## src/hw/rtl/hrl_pkg.sv

```systemverilog
package hrl_pkg;

   typedef enum logic [2:0] {
      PH_WAIT,
      PH_COUNT,
      PH_ADDR,
      PH_TYPE,
      PH_DATA,
      PH_EXTRA,
      PH_CHK
   } phase_type;

   localparam logic [1:0] KIND_DATA  = 2'd0;
   localparam logic [1:0] KIND_START = 2'd1;
   localparam logic [1:0] KIND_EOF   = 2'd2;
   localparam logic [1:0] KIND_ERROR = 2'd3;

   localparam logic [2:0] ERR_START = 3'd0;
   localparam logic [2:0] ERR_DIGIT = 3'd1;
   localparam logic [2:0] ERR_TYPE  = 3'd2;
   localparam logic [2:0] ERR_ADDR  = 3'd3;
   localparam logic [2:0] ERR_SUM   = 3'd4;

   localparam logic [2:0] REC_DATA = 3'd0;
   localparam logic [2:0] REC_EOF  = 3'd1;
   localparam logic [2:0] REC_ESA  = 3'd2;
   localparam logic [2:0] REC_SSA  = 3'd3;
   localparam logic [2:0] REC_ELA  = 3'd4;
   localparam logic [2:0] REC_SLA  = 3'd5;

   localparam logic [7:0] CH_NUL   = 8'h00;
   localparam logic [7:0] CH_LF    = 8'h0A;
   localparam logic [7:0] CH_CR    = 8'h0D;
   localparam logic [7:0] CH_SUB   = 8'd26;
   localparam logic [7:0] CH_COLON = 8'h3A;

   typedef struct packed {
      logic       ok;
      logic [3:0] val;
   } nibble_type;

   typedef struct packed {
      logic       valid;
      logic [7:0] char_in;
   } char_stage_type;

   typedef struct packed {
      logic [1:0]  result_kind;
      logic [31:0] write_address;
      logic [7:0]  write_data;
      logic [31:0] start_address;
      logic [2:0]  error_code;
   } rsp_type;

   typedef struct packed {
      logic    valid;
      rsp_type payload;
   } result_type;

   function automatic nibble_type hex_nibble(input logic [7:0] c);
      nibble_type n;
      n.ok  = 1'b0;
      n.val = c[3:0];
      if (c >= 8'h30 && c <= 8'h39) begin
         n.ok = 1'b1;
      end else if ((c >= 8'h41 && c <= 8'h46) || (c >= 8'h61 && c <= 8'h66)) begin
         n.ok  = 1'b1;
         n.val = c[3:0] + 4'd9;
      end
      return n;
   endfunction

endpackage

```

## src/hw/rtl/hrl_chan_if.sv

```systemverilog
interface hrl_char_if;
   logic       valid;
   logic       ready;
   logic [7:0] char_in;

   modport source (output valid, output char_in, input ready);
   modport sink (input valid, input char_in, output ready);
endinterface

interface hrl_rsp_if;
   logic        valid;
   logic        ready;
   logic [1:0]  result_kind;
   logic [31:0] write_address;
   logic [7:0]  write_data;
   logic [31:0] start_address;
   logic [2:0]  error_code;

   modport source (output valid, output result_kind, output write_address,
                   output write_data, output start_address, output error_code,
                   input ready);
   modport sink (input valid, input result_kind, input write_address,
                 input write_data, input start_address, input error_code,
                 output ready);
endinterface

```

## src/hw/rtl/hrl_in_reg.sv

```systemverilog
module hrl_in_reg (
   input  logic                    clock,
   input  logic                    reset,
   hrl_char_if.sink                req_chan,
   input  logic                    take,
   output hrl_pkg::char_stage_type stage
);
   import hrl_pkg::*;

   logic       valid_ff;
   logic       valid_in;
   logic [7:0] char_ff;
   logic       load;

   assign req_chan.ready = !valid_ff || take;
   assign load           = req_chan.valid && req_chan.ready;

   always_comb begin
      valid_in = valid_ff;
      if (load) begin
         valid_in = 1'b1;
      end else if (take) begin
         valid_in = 1'b0;
      end
   end

   always_ff @(posedge clock) begin
      if (reset) begin
         valid_ff <= 1'b0;
      end else begin
         valid_ff <= valid_in;
      end
   end

   always_ff @(posedge clock) begin
      if (load) begin
         char_ff <= req_chan.char_in;
      end
   end

   assign stage.valid   = valid_ff;
   assign stage.char_in = char_ff;
endmodule

```

## src/hw/rtl/hrl_parser.sv

```systemverilog
module hrl_parser (
   input  logic                    clock,
   input  logic                    reset,
   input  hrl_pkg::char_stage_type stage,
   input  logic                    free,
   output hrl_pkg::result_type     result
);
   import hrl_pkg::*;

   phase_type   phase_ff, phase_in;
   logic [3:0]  digit_ff, digit_in;
   logic [31:0] field_ff, field_in;
   logic [7:0]  count_ff, count_in;
   logic [15:0] raddr_ff, raddr_in;
   logic [2:0]  rtype_ff, rtype_in;
   logic [7:0]  sum_ff, sum_in;
   logic [7:0]  index_ff, index_in;
   logic [31:0] base_ff, base_in;
   logic [31:0] start_ff, start_in;
   logic        stopped_ff, stopped_in;

   nibble_type  nib;
   logic        step;
   logic [31:0] field_next;
   logic [3:0]  digit_next;
   logic [7:0]  sum_next;
   logic [3:0]  needed;
   logic [7:0]  index_next;
   logic [2:0]  type_next;

   assign step       = stage.valid && free;
   assign nib        = hex_nibble(stage.char_in);
   assign field_next = {field_ff[27:0], nib.val};
   assign digit_next = digit_ff + 4'd1;
   assign sum_next   = digit_next[0] ? sum_ff : sum_ff + field_next[7:0];
   assign index_next = index_ff + 8'd1;
   assign type_next  = field_next[2:0];

   always_comb begin
      unique case (phase_ff)
         PH_ADDR:  needed = 4'd4;
         PH_EXTRA: needed = (rtype_ff == REC_ESA || rtype_ff == REC_ELA) ? 4'd4 : 4'd8;
         default:  needed = 4'd2;
      endcase
   end

   always_comb begin
      phase_in   = phase_ff;
      digit_in   = digit_ff;
      field_in   = field_ff;
      count_in   = count_ff;
      raddr_in   = raddr_ff;
      rtype_in   = rtype_ff;
      sum_in     = sum_ff;
      index_in   = index_ff;
      base_in    = base_ff;
      start_in   = start_ff;
      stopped_in = stopped_ff;
      result     = '0;

      if (step && !stopped_ff) begin
         if (phase_ff == PH_WAIT) begin
            priority if (stage.char_in == CH_CR || stage.char_in == CH_LF ||
                         stage.char_in == CH_SUB) begin
               phase_in = PH_WAIT;
            end else if (stage.char_in == CH_NUL) begin
               stopped_in = 1'b1;
            end else if (stage.char_in != CH_COLON) begin
               stopped_in                 = 1'b1;
               result.valid               = 1'b1;
               result.payload.result_kind = KIND_ERROR;
               result.payload.error_code  = ERR_START;
            end else begin
               phase_in = PH_COUNT;
               digit_in = '0;
               field_in = '0;
               sum_in   = '0;
               index_in = '0;
            end
         end else if (!nib.ok) begin
            stopped_in                 = 1'b1;
            result.valid               = 1'b1;
            result.payload.result_kind = KIND_ERROR;
            result.payload.error_code  = ERR_DIGIT;
         end else if (digit_next < needed) begin
            field_in = field_next;
            digit_in = digit_next;
            sum_in   = sum_next;
         end else begin
            field_in = '0;
            digit_in = '0;
            sum_in   = sum_next;
            unique case (phase_ff)
               PH_COUNT: begin
                  count_in = field_next[7:0];
                  phase_in = PH_ADDR;
               end
               PH_ADDR: begin
                  raddr_in = field_next[15:0];
                  phase_in = PH_TYPE;
               end
               PH_TYPE: begin
                  rtype_in = type_next;
                  if (field_next[7:0] > {5'd0, REC_SLA}) begin
                     stopped_in                 = 1'b1;
                     result.valid               = 1'b1;
                     result.payload.result_kind = KIND_ERROR;
                     result.payload.error_code  = ERR_TYPE;
                  end else if ((type_next == REC_ESA || type_next == REC_SSA ||
                                type_next == REC_SLA) && raddr_ff != 16'd0) begin
                     stopped_in                 = 1'b1;
                     result.valid               = 1'b1;
                     result.payload.result_kind = KIND_ERROR;
                     result.payload.error_code  = ERR_ADDR;
                  end else if (type_next == REC_DATA) begin
                     phase_in = (count_ff != 8'd0) ? PH_DATA : PH_CHK;
                  end else if (type_next == REC_EOF) begin
                     start_in = {16'd0, raddr_ff};
                     phase_in = PH_CHK;
                  end else begin
                     phase_in = PH_EXTRA;
                  end
               end
               PH_DATA: begin
                  index_in                     = index_next;
                  if (index_next == count_ff) begin
                     phase_in = PH_CHK;
                  end
                  result.valid                 = 1'b1;
                  result.payload.result_kind   = KIND_DATA;
                  result.payload.write_address = base_ff + {16'd0, raddr_ff} +
                                                 {24'd0, index_ff};
                  result.payload.write_data    = field_next[7:0];
               end
               PH_EXTRA: begin
                  start_in = field_next;
                  phase_in = PH_CHK;
               end
               default: begin
                  if (sum_next != 8'd0) begin
                     stopped_in                 = 1'b1;
                     result.valid               = 1'b1;
                     result.payload.result_kind = KIND_ERROR;
                     result.payload.error_code  = ERR_SUM;
                  end else begin
                     phase_in = PH_WAIT;
                     priority case (rtype_ff)
                        REC_EOF: begin
                           stopped_in                   = 1'b1;
                           result.valid                 = 1'b1;
                           result.payload.result_kind   = KIND_EOF;
                           result.payload.start_address = start_ff;
                        end
                        REC_ESA: base_in = {12'd0, start_ff[15:0], 4'd0};
                        REC_ELA: base_in = {start_ff[15:0], 16'd0};
                        REC_SSA, REC_SLA: begin
                           result.valid                 = 1'b1;
                           result.payload.result_kind   = KIND_START;
                           result.payload.start_address = start_ff;
                        end
                        default: phase_in = PH_WAIT;
                     endcase
                  end
               end
            endcase
         end
      end
   end

   always_ff @(posedge clock) begin
      if (reset) begin
         phase_ff   <= PH_WAIT;
         digit_ff   <= '0;
         field_ff   <= '0;
         count_ff   <= '0;
         raddr_ff   <= '0;
         rtype_ff   <= '0;
         sum_ff     <= '0;
         index_ff   <= '0;
         base_ff    <= '0;
         start_ff   <= '0;
         stopped_ff <= 1'b0;
      end else begin
         phase_ff   <= phase_in;
         digit_ff   <= digit_in;
         field_ff   <= field_in;
         count_ff   <= count_in;
         raddr_ff   <= raddr_in;
         rtype_ff   <= rtype_in;
         sum_ff     <= sum_in;
         index_ff   <= index_in;
         base_ff    <= base_in;
         start_ff   <= start_in;
         stopped_ff <= stopped_in;
      end
   end
endmodule

```

## src/hw/rtl/hrl_out_reg.sv

```systemverilog
module hrl_out_reg (
   input  logic                clock,
   input  logic                reset,
   input  hrl_pkg::result_type result,
   output logic                free,
   hrl_rsp_if.source           rsp_chan
);
   import hrl_pkg::*;

   logic    valid_ff;
   logic    valid_in;
   rsp_type data_ff;

   assign free     = !valid_ff || rsp_chan.ready;
   assign valid_in = free ? result.valid : valid_ff;

   always_ff @(posedge clock) begin
      if (reset) begin
         valid_ff <= 1'b0;
      end else begin
         valid_ff <= valid_in;
      end
   end

   always_ff @(posedge clock) begin
      if (free && result.valid) begin
         data_ff <= result.payload;
      end
   end

   assign rsp_chan.valid         = valid_ff;
   assign rsp_chan.result_kind   = data_ff.result_kind;
   assign rsp_chan.write_address = data_ff.write_address;
   assign rsp_chan.write_data    = data_ff.write_data;
   assign rsp_chan.start_address = data_ff.start_address;
   assign rsp_chan.error_code    = data_ff.error_code;
endmodule

```

## src/hw/rtl/hex_record_loader.sv

```systemverilog
// Intel HEX record loader. Characters of a hex file enter on req_chan, one per item.
// Each data byte of a data record leaves on rsp_chan as a write item with its full
// address as soon as its second digit arrives, before the checksum is checked.
// Start address records, the end-of-file record and errors also give one item each.
// A character passes through an input register, is decoded by a single pass of
// logic against the parser state, and its result lands in an output register.
// A result is loaded into the output register, which drives rsp_chan, when its
// character leaves the input register. A character is taken every cycle unless
// rsp_chan stalls; the path is one nibble shift, a byte add and the address add.
// When rsp_chan stalls, the output register holds its item and the input register
// takes one more only if empty, then req_chan.ready is low until the result moves.
// Every character, whether or not it gives a result, waits in the input register
// while a stalled result sits in the output register.
// Synchronous reset clears both registers and returns the parser to waiting for a
// record start with a zero extended address base.
// After an error, an end-of-file record or a NUL between records, all further
// characters are taken and ignored until reset.
module hex_record_loader (
   input logic       clock,
   input logic       reset,
   hrl_char_if.sink  req_chan,
   hrl_rsp_if.source rsp_chan
);
   import hrl_pkg::*;

   char_stage_type stage;
   result_type     result;
   logic           free;

   hrl_in_reg u_in_reg (
      .clock    (clock),
      .reset    (reset),
      .req_chan (req_chan),
      .take     (free),
      .stage    (stage)
   );

   hrl_parser u_parser (
      .clock  (clock),
      .reset  (reset),
      .stage  (stage),
      .free   (free),
      .result (result)
   );

   hrl_out_reg u_out_reg (
      .clock    (clock),
      .reset    (reset),
      .result   (result),
      .free     (free),
      .rsp_chan (rsp_chan)
   );

   a_result_needs_char: assert property (@(posedge clock) disable iff (reset)
      result.valid |-> (stage.valid && free))
      else $error("result produced without a character");

   a_quiet_after_error: assert property (@(posedge clock) disable iff (reset)
      (result.valid && free && result.payload.result_kind == KIND_ERROR) |=> !result.valid)
      else $error("result produced after an error");

   a_quiet_after_eof: assert property (@(posedge clock) disable iff (reset)
      (result.valid && free && result.payload.result_kind == KIND_EOF) |=> !result.valid)
      else $error("result produced after end of file");

   a_accept_fills_stage: assert property (@(posedge clock) disable iff (reset)
      (req_chan.valid && req_chan.ready) |=> stage.valid)
      else $error("accepted character missing from input register");

   a_reset_empties_output: assert property (@(posedge clock)
      reset |=> !rsp_chan.valid)
      else $error("output valid after reset");
endmodule

```

## src/flat_wrapper.sv

```systemverilog
// flat-port wrapper written by rule: the top's interface ports become plain ports
module hex_record_loader_flat import hrl_pkg::*;
  (clock, reset, req_chan_valid, req_chan_char_in, req_chan_ready, rsp_chan_valid, rsp_chan_result_kind, rsp_chan_write_address, rsp_chan_write_data, rsp_chan_start_address, rsp_chan_error_code, rsp_chan_ready);
  hrl_char_if req_chan_i ();
  hrl_rsp_if rsp_chan_i ();
  input logic clock;
  input logic reset;
  input wire logic [$bits(req_chan_i.valid)-1:0] req_chan_valid;
  input wire logic [$bits(req_chan_i.char_in)-1:0] req_chan_char_in;
  output wire logic [$bits(req_chan_i.ready)-1:0] req_chan_ready;
  output wire logic [$bits(rsp_chan_i.valid)-1:0] rsp_chan_valid;
  output wire logic [$bits(rsp_chan_i.result_kind)-1:0] rsp_chan_result_kind;
  output wire logic [$bits(rsp_chan_i.write_address)-1:0] rsp_chan_write_address;
  output wire logic [$bits(rsp_chan_i.write_data)-1:0] rsp_chan_write_data;
  output wire logic [$bits(rsp_chan_i.start_address)-1:0] rsp_chan_start_address;
  output wire logic [$bits(rsp_chan_i.error_code)-1:0] rsp_chan_error_code;
  input wire logic [$bits(rsp_chan_i.ready)-1:0] rsp_chan_ready;
  assign req_chan_i.valid = req_chan_valid;
  assign req_chan_i.char_in = req_chan_char_in;
  assign req_chan_ready = req_chan_i.ready;
  assign rsp_chan_valid = rsp_chan_i.valid;
  assign rsp_chan_result_kind = rsp_chan_i.result_kind;
  assign rsp_chan_write_address = rsp_chan_i.write_address;
  assign rsp_chan_write_data = rsp_chan_i.write_data;
  assign rsp_chan_start_address = rsp_chan_i.start_address;
  assign rsp_chan_error_code = rsp_chan_i.error_code;
  assign rsp_chan_i.ready = rsp_chan_ready;
  hex_record_loader u_core (.clock(clock), .reset(reset), .req_chan(req_chan_i), .rsp_chan(rsp_chan_i));
endmodule
```

## config.mk

```make
export PLATFORM = sky130hd
export DESIGN_NAME = hex_record_loader_flat
export DESIGN_NICKNAME = d
export VERILOG_FILES = /design/src/hw/rtl/hrl_pkg.sv /design/src/hw/rtl/hrl_chan_if.sv /design/src/hw/rtl/hrl_in_reg.sv /design/src/hw/rtl/hrl_parser.sv /design/src/hw/rtl/hrl_out_reg.sv /design/src/hw/rtl/hex_record_loader.sv /design/src/flat_wrapper.sv
export SDC_FILE = /design/constraint.sdc
export NUM_CORES = 1
export LEC_CHECK = 0
export ABC_AREA = 1
export BUFFER_PORTS_ARGS = -buffer_cell sky130_fd_sc_hd__buf_2
export CAP_MARGIN = 20
export CORE_ASPECT_RATIO = 0.6
export CORE_MARGIN = 10
export CORE_UTILIZATION = 65
export CTS_CLUSTER_SIZE = 10
export DETAILED_ROUTE_END_ITERATION = 16
export PLACE_DENSITY = 0.84
export SLEW_MARGIN = 30
export SYNTH_ARGS = -nofsm -noshare
export SYNTH_HDL_FRONTEND = slang
export SYNTH_SLANG_ARGS = --single-unit
```

## constraint.sdc

```tcl
create_clock -name clock -period 12.23 [get_ports clock]
set_input_delay 1.223 -clock clock [delete_from_list [all_inputs] [get_ports clock]]
set_output_delay 1.223 -clock clock [all_outputs]
set_load 0.01 [all_outputs]
```

==> flow_summary_export.csv <==
group,metric,value,unit
logic_synthesis,syn_nets,1409,
clock_tree,htree_levels,1,
timing,final-setup-viol-count,0,
global_route,grt_pass1_wl,46700,um
clock_tree,numCtsBuffers,26,
clock_tree,cts_tree,"done",
cells_and_area,diodes,0,
logic_synthesis,netlist_area,0.0111,mm^2
worst_hold_path,hold_path_class,"flip-flop to flip-flop",
timing,drv_slew,0,
worst_hold_path,hold_start,"u_core.u_parser.field_ff[27]",
worst_setup_path,crit_fanout,40,
timing,final_hold_viol_count,0,
global_route,grt_max_degree,85,
flow_run,maxCapViolCount,0,
global_route,first_global_vias,9011,
pwr,ir_worst_vdd,0.000113,V
routing,postRouteAntennaNets,0,
clock_tree,cts-resized-gates,0,
die,die_area,0.0229,mm^2
clock_tree,clockRootBuffer,"clkbuf_16",
pwr,p_leak,4.94,nW
worst_setup_path,critPathArrivalTime,5000,ps
die,die_y,121,um
die,core_area,0.0165,mm^2
worst_setup_path,cp-startpoint,"u_core.u_in_reg.char_ff[0]",
die,die_x,189,um
cells_and_area,fin_cells,1666,
cells_and_area,syn2layout_area_growth,11.8,%
timing,worst_clock_skew,16.0,ps
die,start_util,67.3,%
worst_setup_path,critPathRequiredTime,12460,ps
routing,detailroute.via_count,9821,
placement,gp_congestion,0.935,
die,boundaryPins,91,
timing,rsz0062_at_grt,"false",
clock_tree,clock_latency,540,ps
pwr,power.density,126,mW/mm^2
worst_setup_path,r2r_start,"u_core.u_in_reg.char_ff[0]",
timing,finalSetupTns,0,ps
clock_tree,ctsHoldBuffers,0,
timing,slew_headroom,34.7,%
placement,post-dp-hpwl,19700,um
timing,worst_pin_slew,980,ps
global_route,antenna_found_initial,0,
logic_synthesis,yosysUniqueCellTypes,43,
routing,viasPerCell,5.89,
worst_setup_path,endpoint_kind,"flip-flop",
routing,drt-initial-drc-count,1080,
timing,fin_crit_sh,39.0,%
placement,portBuffers,90,
global_route,grt_use_total,24.7,%
routing,wl_per_cell,17.4,um
clock_tree,clk_pin_slew,60,ps
logic_synthesis,synth_warnings,0,
logic_synthesis,ys.flop_type,"dfxtp_1",
cells_and_area,drive_gt1_share,12.1,%
logic_synthesis,async_flop_share,0,%
worst_setup_path,timing.setup.critical_path_class,"flip-flop to flip-flop",
clock_tree,clockBufferDepth,3,
routing,drt_wl_total,28900,um
logic_synthesis,yosys_register_bits,226,
cells_and_area,n_fill_cell,1208,
timing,fin_crit,4770,ps
outcome,status,"finished clean",
logic_synthesis,syn_inst,1347,
logic_synthesis,yosysTopAreaCellShare,25.4,%
logic_synthesis,syn_area_per_cell,8.24,um^2
cells_and_area,nNetsFinal,1482,
routing,drt_first_pass_iters,6,
routing,drcViolationCount,0,
logic_synthesis,synth_area_leaders,"dfxtp_1 25%, edfxtp_1 23%, nand2_1 9.6%",
timing,max_freq,209,MHz
logic_synthesis,synth_edf_count,85,
worst_setup_path,startpoint_type,"flip-flop",
clock_tree,cts_setup_buffers,0,
die,rows,36,
clock_tree,cts_sinks,226,
logic_synthesis,synth.largest_area_cell,"dfxtp_1",
logic_synthesis,ys_seq_area_share,48.4,%
global_route,grt-ovfl-total,0,
placement,dp_cells,1620,
timing,holdWs,464,ps
[placed cells by master (no fill, tap or decap), types with 2 or more instances in the layout]
cell	netlist	routed
a211oi_1	9	9
nor2_1	132	132
nand3_4	1	2
nand3b_1	4	4
nand2_2	6	6
buf_2	11	90
buf_4	2	8
nor2_2	3	3
xnor2_1	6	6
o21a_1	8	8
a21oi_1	151	151
a211oi_2	10	10
o211a_1	18	18
xor2_1	7	7
o21bai_1	2	2
nand4_1	14	14
a31oi_1	4	4
nand2_1	285	285
dfxtp_1	141	141
or2_2	10	10
fa_1	6	6
clkbuf_1	34	18
clkbuf_16	0	26
nor4_1	2	2
o21ai_0	108	108
nor3_1	11	11
clkinv_2	0	2
edfxtp_1	85	85
inv_2	7	8
ha_1	44	44
inv_1	140	138
nand3_1	63	63
o211ai_1	4	4
[sequential cells by signal (all words and copies together), names as in the netlist, 8 cells and up]
signal	cells
u_core.u_parser.raddr_ff	16
u_core.u_parser.start_ff	32
u_core.u_parser.field_ff	28
u_core.u_parser.index_ff	8
u_core.u_out_reg.rsp_chan.write_data	8
u_core.u_out_reg.rsp_chan.start_address	32
u_core.u_parser.count_ff	8
u_core.u_out_reg.rsp_chan.write_address	32
u_core.u_in_reg.char_ff	8
u_core.u_parser.base_ff	28
u_core.u_parser.sum_ff	8
[where the power goes]
part | internal (mW) | total [mW] | switching [mW] | leakage [nW]
combinational | 0.0168 | 0.0608 | 0.0440 | 2.68
sequential | 0.797 | 0.802 | 0.00574 | 1.90
clock | 0.398 | 0.696 | 0.298 | 0.357
total | 1.21 | 1.56 | 0.348 | 4.94
[worst paths after layout]
kind | slack, ps | end | cells after the start
max reg2reg | 7460 | u_core.u_out_reg.rsp_chan.error_code[0] | 21
min reg2reg | 460 | u_core.u_parser.field_ff[27] | 2
min | 460 | u_core.u_parser.field_ff[27] | 2
max | 7460 | u_core.u_out_reg.rsp_chan.error_code[0] | 21
[logic make-up after synthesis]
logic type,synth area share [%]
AOI/OAI and AO/OA,16.5
xor gates and xnor gates,1.03
adders and majority gates,6.04
buffers and inverters,7.39
DFF,48.4
muxes,0.0902
and+or+nand+nor,20.6
[cell usage after synthesis (3+ instances only)]
| cell | number |
|---|---|
| nand2_1 | 285 |
| a21oi_1 | 151 |
| dfxtp_1 | 141 |
| inv_1 | 140 |
| nor2_1 | 132 |
| o21ai_0 | 108 |
| edfxtp_1 | 85 |
| nand3_1 | 63 |
| ha_1 | 44 |
| clkbuf_1 | 34 |
| o211a_1 | 18 |
| nand4_1 | 14 |
| buf_2 | 11 |
| nor3_1 | 11 |
| a211oi_2 | 10 |
| or2_2 | 10 |
| a211oi_1 | 9 |
| o21a_1 | 8 |
| inv_2 | 7 |
| xor2_1 | 7 |
| buf_6 | 6 |
| fa_1 | 6 |
| nand2_2 | 6 |
| xnor2_1 | 6 |
| a31oi_1 | 4 |
| nand3b_1 | 4 |
| o211ai_1 | 4 |
| nor2_2 | 3 |
[cell type report]
class | count | area (um^2) | area share (%)
Clock buffer | 44 | 718 | 5.79
Clock inverter | 2 | 35.0 | 0.282
Inverter | 147 | 553 | 4.46
Multi-Input combinational cell | 920 | 4920 | 39.7
Sequential cell | 226 | 5380 | 43.3
Tap cell | 228 | 285 | 2.30
Timing Repair Buffer | 99 | 522 | 4.20
[through the flow]
| stage | area (um^2) | power (mW) | util [%] | worst slack (ps) |
|---|---|---|---|---|
| 5_1_grt | 12400 | 1.60 | 75.3 | 6950 |
| 4_1_cts | 12400 | 1.56 | 75.3 | 7520 |
| 3_3_place_gp | 11600 | 0.877 | 70.6 | 7750 |
| 2_1_floorplan | 11100 | 0.853 | - | 7710 |
| 6_report | 12400 | 1.56 | 75.3 | 7460 |
| 3_5_place_dp | 11700 | 0.878 | 70.7 | 7550 |
[critical path, stage by stage (launching register included)]
cell,delay [ps]
edfxtp_1,460
inv_1,150
ha_1,230
nand3_2,150
nand3_4,130
nand2_1,60
nand2_1,170
ha_1,260
inv_1,70
fa_1,480
nand2_1,50
o21ai_0,110
nand2_1,80
nor2_1,130
nand3_1,100
nor2_1,170
nand4_1,200
nand3_1,150
nand2_1,60
nand2_1,100
clkinv_2,570
buf_4,540
[per-layer routing]
metal / vias up / global-route usage, % / wire length (um)
li1: 4652 / - / -
met3: 42 / 6.95 / 3580
met1: 4577 / 36.6 / 13000
met2: 550 / 35.2 / 11900
met4: 0 / 4.34 / 394
met5: - / 0 / 0
No activity file was read; power rests on OpenSTA's default activity.
